$ cat src/rtl/egcd_pkg.sv
// ----------------------------------------------------------------------------
// egcd_pkg
// Shared types for the extended GCD block: sequencer states and the status
// bundle returned by the iterative divide unit.
// ----------------------------------------------------------------------------
`default_nettype none

package egcd_pkg;

	typedef enum logic [1:0] {
		ST_IDLE,
		ST_START,
		ST_WAIT,
		ST_DONE
	} egcd_state_t;

	typedef struct packed {
		logic done;      // quotient/remainder and products are ready this cycle
		logic rem_zero;  // remainder of the finished division is zero
	} egcd_div_stat_t;

endpackage

`default_nettype wire

$ cat src/rtl/egcd_in_if.sv
// ----------------------------------------------------------------------------
// egcd_in_if
// Operand channel: valid/ready handshake carrying operands a and b.
// ----------------------------------------------------------------------------
`default_nettype none

interface egcd_in_if #(
	parameter int WIDTH = 32
);

	logic             valid;
	logic             ready;
	logic [WIDTH-1:0] first_value;
	logic [WIDTH-1:0] second_value;

	modport source (output valid, output first_value, output second_value, input ready);
	modport sink   (input valid, input first_value, input second_value, output ready);

endinterface

`default_nettype wire

$ cat src/rtl/egcd_out_if.sv
// ----------------------------------------------------------------------------
// egcd_out_if
// Result channel: valid/ready handshake carrying gcd, Bezout coefficients
// and the zero-divisor flag.
// ----------------------------------------------------------------------------
`default_nettype none

interface egcd_out_if #(
	parameter int WIDTH = 32
);

	logic                valid;
	logic                ready;
	logic [WIDTH-1:0]    divisor_value;
	logic signed [WIDTH:0] coeff_first;
	logic signed [WIDTH:0] coeff_second;
	logic                second_was_zero;

	modport source (
		output valid, output divisor_value, output coeff_first,
		output coeff_second, output second_was_zero, input ready
	);
	modport sink (
		input valid, input divisor_value, input coeff_first,
		input coeff_second, input second_was_zero, output ready
	);

endinterface

`default_nettype wire

$ cat src/rtl/egcd_divmac.sv
// ----------------------------------------------------------------------------
// egcd_divmac
// Restoring divider, one quotient bit per cycle, MSB first. Each quotient
// bit also feeds two Horner accumulators that build q*sb and q*tb modulo
// 2^(WIDTH+1), so no multiplier is needed.
// ----------------------------------------------------------------------------
`default_nettype none

module egcd_divmac #(
	parameter int WIDTH = 32
) (
	input  wire logic                   clk,
	input  wire logic                   arst_n,
	input  wire logic                   start,
	input  wire logic [WIDTH-1:0]       dividend,
	input  wire logic [WIDTH-1:0]       divisor,
	input  wire logic [WIDTH:0]         coef_s,
	input  wire logic [WIDTH:0]         coef_t,
	output egcd_pkg::egcd_div_stat_t    stat,
	output logic [WIDTH-1:0]            remainder,
	output logic [WIDTH:0]              prod_s,
	output logic [WIDTH:0]              prod_t
);

	import egcd_pkg::*;

	localparam int CntW = $clog2(WIDTH + 1);

	logic            busy_q;
	logic            done_q;
	logic [CntW-1:0] cnt_q;
	logic [WIDTH-1:0] rem_q;
	logic [WIDTH-1:0] dvd_q;
	logic [WIDTH:0]  sacc_q;
	logic [WIDTH:0]  tacc_q;

	logic [WIDTH:0]  trial;
	logic [WIDTH:0]  diff;
	logic            qbit;

	always_comb begin
		trial = {rem_q, dvd_q[WIDTH-1]};
		diff  = trial - {1'b0, divisor};
		qbit  = ~diff[WIDTH];
	end

	always_ff @(posedge clk or negedge arst_n) begin
		if (!arst_n) begin
			busy_q <= 1'b0;
			done_q <= 1'b0;
			cnt_q  <= '0;
		end else begin
			done_q <= busy_q && (cnt_q == CntW'(1));
			if (start) begin
				busy_q <= 1'b1;
				cnt_q  <= CntW'(WIDTH);
			end else if (busy_q) begin
				cnt_q <= cnt_q - CntW'(1);
				if (cnt_q == CntW'(1)) begin
					busy_q <= 1'b0;
				end
			end
		end
	end

	always_ff @(posedge clk) begin
		if (start) begin
			rem_q  <= '0;
			dvd_q  <= dividend;
			sacc_q <= '0;
			tacc_q <= '0;
		end else if (busy_q) begin
			rem_q  <= qbit ? diff[WIDTH-1:0] : trial[WIDTH-1:0];
			dvd_q  <= {dvd_q[WIDTH-2:0], 1'b0};
			// Horner step: acc = 2*acc + qbit*coef
			sacc_q <= {sacc_q[WIDTH-1:0], 1'b0} + (qbit ? coef_s : '0);
			tacc_q <= {tacc_q[WIDTH-1:0], 1'b0} + (qbit ? coef_t : '0);
		end
	end

	assign stat.done     = done_q;
	assign stat.rem_zero = (rem_q == '0);
	assign remainder     = rem_q;
	assign prod_s        = sacc_q;
	assign prod_t        = tacc_q;

endmodule

`default_nettype wire

$ cat src/rtl/extended_gcd.sv
// When b is zero, result valid follows in the cycle after the operand transfer;
// otherwise each Euclid step is a start, then one quotient bit per cycle in the
// shared divider, then the update of the pairs, for about 47 steps worst case
// at WIDTH=32.
// Throughput: one item at a time; ready returns the cycle after the result transfer.
// Reset clears the sequencer and the divider control; no clearing pass.
// ----------------------------------------------------------------------------
// extended_gcd
// Extended Euclidean algorithm: gcd(a,b) and signed X, Y with X*a + Y*b = gcd,
// using one iterative divide/accumulate unit under a small sequencer.
// ----------------------------------------------------------------------------
`default_nettype none

module extended_gcd #(
	parameter int WIDTH = 32
) (
	input  wire logic clk,
	input  wire logic arst_n,
	egcd_in_if.sink   operands,
	egcd_out_if.source result
);

	import egcd_pkg::*;

	egcd_state_t state_q, state_d;

	logic [WIDTH-1:0] ra_q, rb_q;
	logic [WIDTH:0]   sa_q, sb_q, ta_q, tb_q;
	logic             zf_q;

	logic             in_xfer;
	logic             start;
	logic             update;

	egcd_div_stat_t   div_stat;
	logic [WIDTH-1:0] div_rem;
	logic [WIDTH:0]   div_ps;
	logic [WIDTH:0]   div_pt;

	egcd_divmac #(.WIDTH(WIDTH)) u_divmac (
		.clk       (clk),
		.arst_n    (arst_n),
		.start     (start),
		.dividend  (ra_q),
		.divisor   (rb_q),
		.coef_s    (sb_q),
		.coef_t    (tb_q),
		.stat      (div_stat),
		.remainder (div_rem),
		.prod_s    (div_ps),
		.prod_t    (div_pt)
	);

	assign in_xfer = operands.valid && operands.ready;

	always_comb begin
		state_d = state_q;
		start   = 1'b0;
		update  = 1'b0;
		unique case (state_q)
			ST_IDLE: begin
				if (in_xfer) begin
					state_d = (operands.second_value == '0) ? ST_DONE : ST_START;
				end
			end
			ST_START: begin
				start   = 1'b1;
				state_d = ST_WAIT;
			end
			ST_WAIT: begin
				if (div_stat.done) begin
					update  = 1'b1;
					state_d = div_stat.rem_zero ? ST_DONE : ST_START;
				end
			end
			ST_DONE: begin
				if (result.ready) begin
					state_d = ST_IDLE;
				end
			end
			default: state_d = ST_IDLE;
		endcase
	end

	always_ff @(posedge clk or negedge arst_n) begin
		if (!arst_n) begin
			state_q <= ST_IDLE;
		end else begin
			state_q <= state_d;
		end
	end

	always_ff @(posedge clk) begin
		if (in_xfer) begin
			ra_q <= operands.first_value;
			rb_q <= operands.second_value;
			sa_q <= (WIDTH+1)'(1);
			sb_q <= '0;
			ta_q <= '0;
			tb_q <= (WIDTH+1)'(1);
			zf_q <= (operands.second_value == '0);
		end else if (update) begin
			// advance the pairs: new = older - q * newer
			ra_q <= rb_q;
			rb_q <= div_rem;
			sa_q <= sb_q;
			sb_q <= sa_q - div_ps;
			ta_q <= tb_q;
			tb_q <= ta_q - div_pt;
		end
	end

	assign operands.ready         = (state_q == ST_IDLE);
	assign result.valid           = (state_q == ST_DONE);
	assign result.divisor_value   = ra_q;
	assign result.coeff_first     = sa_q;
	assign result.coeff_second    = ta_q;
	assign result.second_was_zero = zf_q;

endmodule

`default_nettype wire
$ cat src/flat_wrapper.sv
// flat-port wrapper written by rule: the top's interface ports become plain ports
module extended_gcd_flat import egcd_pkg::*;
#(
	parameter int WIDTH = 32
)
  (clk, arst_n, operands_valid, operands_first_value, operands_second_value, operands_ready, result_valid, result_divisor_value, result_coeff_first, result_coeff_second, result_second_was_zero, result_ready);
  egcd_in_if #(.WIDTH(WIDTH)) operands_i ();
  egcd_out_if #(.WIDTH(WIDTH)) result_i ();
  input  wire logic clk;
  input  wire logic arst_n;
  input wire logic [$bits(operands_i.valid)-1:0] operands_valid;
  input wire logic [$bits(operands_i.first_value)-1:0] operands_first_value;
  input wire logic [$bits(operands_i.second_value)-1:0] operands_second_value;
  output wire logic [$bits(operands_i.ready)-1:0] operands_ready;
  output wire logic [$bits(result_i.valid)-1:0] result_valid;
  output wire logic [$bits(result_i.divisor_value)-1:0] result_divisor_value;
  output wire logic [$bits(result_i.coeff_first)-1:0] result_coeff_first;
  output wire logic [$bits(result_i.coeff_second)-1:0] result_coeff_second;
  output wire logic [$bits(result_i.second_was_zero)-1:0] result_second_was_zero;
  input wire logic [$bits(result_i.ready)-1:0] result_ready;
  assign operands_i.valid = operands_valid;
  assign operands_i.first_value = operands_first_value;
  assign operands_i.second_value = operands_second_value;
  assign operands_ready = operands_i.ready;
  assign result_valid = result_i.valid;
  assign result_divisor_value = result_i.divisor_value;
  assign result_coeff_first = result_i.coeff_first;
  assign result_coeff_second = result_i.coeff_second;
  assign result_second_was_zero = result_i.second_was_zero;
  assign result_i.ready = result_ready;
  extended_gcd #(.WIDTH(WIDTH)) u_core (.clk(clk), .arst_n(arst_n), .operands(operands_i), .result(result_i));
endmodule
$ cat config.mk
export PLATFORM = sky130hd
export DESIGN_NAME = extended_gcd_flat
export DESIGN_NICKNAME = d
export VERILOG_FILES = /design/src/rtl/egcd_pkg.sv /design/src/rtl/egcd_in_if.sv /design/src/rtl/egcd_out_if.sv /design/src/rtl/egcd_divmac.sv /design/src/rtl/extended_gcd.sv /design/src/flat_wrapper.sv
export SDC_FILE = /design/constraint.sdc
export NUM_CORES = 1
export LEC_CHECK = 0
export BUFFER_PORTS_ARGS = -buffer_cell sky130_fd_sc_hd__buf_2
export CORE_UTILIZATION = 45
export CTS_BUF_LIST = sky130_fd_sc_hd__clkbuf_4 sky130_fd_sc_hd__clkbuf_8
export DETAILED_ROUTE_END_ITERATION = 16
export PLACE_DENSITY = 0.63
export SKIP_LAST_GASP = 1
export SYNTH_ARGS = -nofsm -noshare
export SYNTH_HDL_FRONTEND = slang
export SYNTH_SLANG_ARGS = --single-unit
$ cat constraint.sdc
create_clock -name clk -period 7.32 [get_ports clk]
set_input_delay 0.732 -clock clk [delete_from_list [all_inputs] [get_ports clk]]
set_output_delay 0.732 -clock clk [all_outputs]
set_load 0.03 [all_outputs]
; ---- Word-level counts from Yosys, hierarchy flattened
; Cells that the tools add are included.
[classes]
n_reduce_logical = 8
n_eq_ne = 7
mux = 23
addsub = 6
[op_table]
columns = op, count
row1 = $mux 32, 7
row2 = $add 33x33->33, 2
row3 = $mux 33, 2
row4 = $sub 33x33->33, 2
row5 = $logic_not 32->1, 2
row6 = $sub 33x32->33, 1
row7 = $mux 6, 2
row8 = $mux 2, 5
row9 = $pmux 2 s4, 1
row10 = $eq 6x1->1 const B, 1
row11 = $mux 1, 6
row12 = $sub 6x1->6 const B, 1
row13 = $eq 2x2->1 const B, 2
row14 = $ne 2x2->1 const B, 2
row15 = $reduce_bool 2->1, 2
row16 = $reduce_and 3->1, 1
row17 = $eq 2x1->1 const B, 1
row18 = $logic_and 1x1->1, 2
row19 = $logic_not 2->1, 1
row20 = $ne 2x1->1 const B, 1
[totals]
out_inout_bits = 101
register_bits = 337

; ---- Depth between registers and ports, before layout
[depth]
word_depth = 4
depth_mapped = 25
ltp_nobuf = 23

; ---- Modules after synthesis
; From an unflattened synthesis, not the netlist that was laid out.
[hier_totals]
hier_cells = 2581
hier_area_um2 = 21365.5
[modules_own_cells]
columns = module, instances, cells_each, seq_area_each_um2, area_each_um2
row1 = extended_gcd, 1, 1376, 4644.5, 10936.7
row2 = egcd_divmac, 1, 1205, 3123.0, 10428.8

; ---- Worst setup path after synthesis
; No wires, ideal clock.
[synth_timing]
path_kind = flip-flop to flip-flop
start = register u_core.rb_q[0]
end = register u_core.u_divmac.tacc_q[31], in the netlist u_core.u_divmac.prod_t[31]
t_arrival_ns = 5.177
synth_period_minus_slack_ns = 5.314
n_path_buf = 2
required_ns = 7.183
stages_incl_launch_ff = 25
slack_ns = 2.006
cell_sequence = edfxtp_1 -> ha_1 -> fa_1 -> nand2b_1 -> a21o_1 -> a21oi_2 -> a31oi_1 -> o21a_1 -> o211ai_1 -> o211ai_2 -> buf_2 -> buf_4 -> and2_1 -> ha_1 -> fa_1 -> a21oi_1 -> o21ai_0 -> a2111oi_2 -> o31a_2 -> o221ai_1 -> a21oi_1 -> o21ai_1 -> a211oi_1 -> xnor2_1 -> o22ai_1
[synth_between]
elab_chain_len = 3
[synth_rtl]
columns = item, line
row1 = "start, declared", extended_gcd.sv:27  ; logic [WIDTH-1:0] ra_q, rb_q;
row2 = "start signal, assigned", extended_gcd.sv:96  ; rb_q <= operands.second_value;
row3 = "start signal, assigned", extended_gcd.sv:105  ; rb_q <= div_rem;
row4 = $sub 33x32->33, egcd_divmac.sv:43  ; diff = trial - {1'b0, divisor};
row5 = $mux 33, egcd_divmac.sv:77  ; tacc_q <= {tacc_q[WIDTH-1:0], 1'b0} + (qbit ? coef_t : '0);
row6 = $add 33x33->33, egcd_divmac.sv:77
row7 = "end signal, assigned", egcd_divmac.sv:77
row8 = "end, declared", egcd_divmac.sv:35  ; logic [WIDTH:0] tacc_q;
; Every way passes these cells.
; A chain may end at the register's enable or synchronous reset.

; ---- Worst setup path after layout
[layout_timing]
start = register u_core.rb_q[0]
end = register u_core.u_divmac.sacc_q[31], in the netlist u_core.u_divmac.prod_s[31]
[layout_between]
elab_chain_len = 3
[layout_rtl]
columns = item, line
row1 = $sub 33x32->33, egcd_divmac.sv:43
row2 = $mux 33, egcd_divmac.sv:76  ; sacc_q <= {sacc_q[WIDTH-1:0], 1'b0} + (qbit ? coef_s : '0);
row3 = $add 33x33->33, egcd_divmac.sv:76
row4 = "end signal, assigned", egcd_divmac.sv:76
row5 = "end, declared", egcd_divmac.sv:34  ; logic [WIDTH:0] sacc_q;
; Every way passes these cells.

==> out/qor.yml <==
status: "complete, no violations"
layout_min_cycle_time_ns: 6.24
syn_area_sq_um: 20800
drive_above_1_share: 0.121
critPathLaunch: "u_core.rb_q[0]"
n_fill_cell: 4489
regToRegSetupSlack_ns: 1.08
fin_setup_tns_ns: 0
p_leak_uw: 0.0107
setup_viol: 0
yosys.area.top_type: "dfxtp_1"
cpMostUsedCell: "o21ai_0"
grt_pass1_vias: 17700
ys_async_sr_fraction: 0.0297
synth_edf_count: 97
worstSkewPairLatency_ns: 0.68
core_area_sq_um: 45500
critical_path_buf_inv_count: 1
drcViolationCount: 0
dp_hpwl_um: 39300
cts_setup_buffers: 0
cts.sinks: 337
cp-start-kind: "flop"
vias: 18100
firstDrtPassIters: 5
grt.total_usage: 0.235
power_density_nw_per_um2: 454
worst-path-stages: 22
min-delay-path-class: "primary input to flop"
worstMarginPinSlew_ns: 1.28
syn_avg_cell_area_sq_um: 8.20
gp_congestion: 0.911
ant_nets: 0
max_freq_mhz: 160
r2r_cells: 22
slowest_stage: "o211ai_4"
cp-end-kind: "flop"
synth_cell_types: 78
nets: 2914
grt_max_degree: 112
post_cts_resized: 0
synth_warnings: 0
seq_area_frac_synth: 0.373
slew_headroom: 0.143
row_count: 78
vias_per_cell: 5.44
final_cell_mix: "519 x nand2_1, 256 x a21oi_1, 230 x dfxtp_1, 168 x buf_2, 160 x ha_1"
max_stage_delay_ns: 0.61
critPathKind: "flop to flop"
cts_hold_buf: 1
worst_r2r_endpoint: "u_core.u_divmac.prod_s[31]"
ys.flop_type: "dfxtp_1"
synthToLayoutAreaGrowth_pct: 12.7
cap_viol_max_count: 0
worstPathMaxFanout: 25
drt_first_iter_violations: 918
cts_root_buf: "clkbuf_8"
crit_chain: "ha_1 > fa_1 > nand2b_1 > a21o_1 > a21oi_2 > a31oi_1 > o21a_1 > o21a_1 > o211ai_4 > buf_4 > and2_1 > ha_1 > a21oi_1 > o21ai_0 > a21oi_1 > o21ai_0 > a41oi_1 > o21ai_0 > a41oi_1 > a31oi_1 > xnor2_1 > o22ai_1"
crit_family: "compound AO/OA/AOI/OAI gates"
rsz0062_at_grt: "false"
synthTopCellsByArea: "dfxtp_1 22%, edfxtp_1 14%, ha_1 9.6%"
yosys.area.top_type_share: 0.221
grt_pass1_wl_um: 90400
cts_made_buffers: 61
r2r_start: "u_core.rb_q[0]"
drv_slew: 0
io_pins: 169
path_clk_slew_ns: 0.06
wire_per_inst_um: 16.8
start_util: 0.458
postSynthCellCount: 2539
io_buffers: 168
cts_tree: "done"
htree_levels: 2
grt_overflow: 0
crit_end: "u_core.u_divmac.prod_s[31]"
finClkSkew_ns: 0.0351
layout_worst_path_cycle_share: 0.852
postRouteWirelength_um: 56100
hold_viol: 0
layout_commonest_cell: "nand2_1"
peakVddDrop_mv: 0.329
fin_util: 0.516
ys_ff_latch: 337
die_h_um: 217
synth_nets: 2772
die_x_um: 217
max-clock-path-buffers: 3
die_area_sq_um: 47100
arrival_ns: 6.71
worstPathRequired_ns: 7.79
antenna_found_initial: 1
logic make-up (layout without fill, tap and decap cells):
logic type / count (synthesis) / count (layout) / share of synthesized area
muxes: 60 / 60 / 0.0290
AOI/OAI and AO/OA: 683 / 683 / 0.202
buffers and inverters: 243 / 434 / 0.0445
and+or+nand+nor: 920 / 920 / 0.196
adders and majority gates: 165 / 165 / 0.101
DFF: 337 / 337 / 0.373
xor gates and xnor gates: 131 / 131 / 0.0551
other: 0 / 1 / 0
routing by layer:
layer / vias to the layer above / share of wire / wire length (um) / track usage
li1: 9197 / - / - / -
met1: 8431 / 0.47 / 26100 / 0.312
met2: 415 / 0.46 / 25600 / 0.388
met3: 77 / 0.056 / 3140 / 0.0446
met4: 0 / 0.022 / 1240 / 0.0688
met5: - / 0 / 0 / 0
through the flow:
step	hold slack (ns)	power [uW]	std cells	instance area [sq um]	setup slack [ns]
floorplan	0.436	7470	2539	20800	2.01
global placement	0.451	8640	3217	22200	1.34
detailed placement	0.457	8770	3217	22200	1.12
CTS	0.252	10700	3330	23500	1.09
global route	0.270	11500	3331	23500	0.548
finish	0.313	10600	3331	23500	1.08
synthesized netlist by cell type, types with 6 or more instances:
master / instances
a211oi_1: 36
a21o_1: 70
a21oi_1: 256
a31o_2: 7
a31oi_1: 18
a41oi_1: 7
and2_1: 69
and3_1: 20
clkbuf_1: 97
dfrtp_1: 10
dfxtp_1: 230
edfxtp_1: 97
ha_1: 160
inv_1: 136
mux2i_1: 57
nand2_1: 520
nand2b_1: 18
nand3_1: 29
nand3b_1: 8
nand4_1: 11
nor2_1: 140
nor2b_1: 22
nor3_1: 30
nor3b_1: 10
nor4_1: 21
o211ai_1: 16
o21a_1: 20
o21ai_0: 143
o21ai_1: 9
o21bai_1: 15
o22ai_1: 21
o31ai_1: 10
or2_2: 7
or3_1: 6
xnor2_1: 82
xor2_1: 49
layout make-up:
type                    count  area [sq um]  share of cell area
multi-input cells        1959         12200               0.518
flip-flops and latches    337          7770               0.331
clock buffers              92          1160              0.0494
repair buffers            186           978              0.0417
well taps                 600           751              0.0320
inverters                 136           515              0.0220
clock inverters            20           123             0.00523
diodes                      1          2.50            0.000107
worst min-delay path by stage:
stage / startpoint / to / slack (ns) / cells past startpoint
2_1_floorplan: arst_n / u_core.state_q[0] / 0.44 / 0
3_3_place_gp: u_core.tb_q[27] / u_core.result.coeff_second[27] / 0.45 / 2
3_5_place_dp: u_core.tb_q[31] / u_core.tb_q[31] / 0.46 / 2
4_1_cts: result_ready / u_core.state_q[1] / 0.25 / 2
5_1_grt: result_ready / u_core.state_q[1] / 0.27 / 2
6_report: result_ready / u_core.state_q[1] / 0.31 / 2
report_power, final:
part | switching (uW) | total (uW) | internal (uW)
Sequential | 569 | 3300 | 2740
Combinational | 3260 | 5470 | 2220
Clock | 827 | 1870 | 1040
state kept, by name (all words and copies together), names as in the netlist, 2 cells and up:
name / cells
u_core.rb_q: 32
u_core.result.coeff_first: 33
u_core.result.coeff_second: 33
u_core.result.divisor_value: 32
u_core.sb_q: 33
u_core.state_q: 2
u_core.tb_q: 33
u_core.u_divmac.cnt_q: 6
u_core.u_divmac.dvd_q: 32
u_core.u_divmac.prod_s: 33
u_core.u_divmac.prod_t: 33
u_core.u_divmac.remainder: 32
Power figures use the tool's default switching activity.
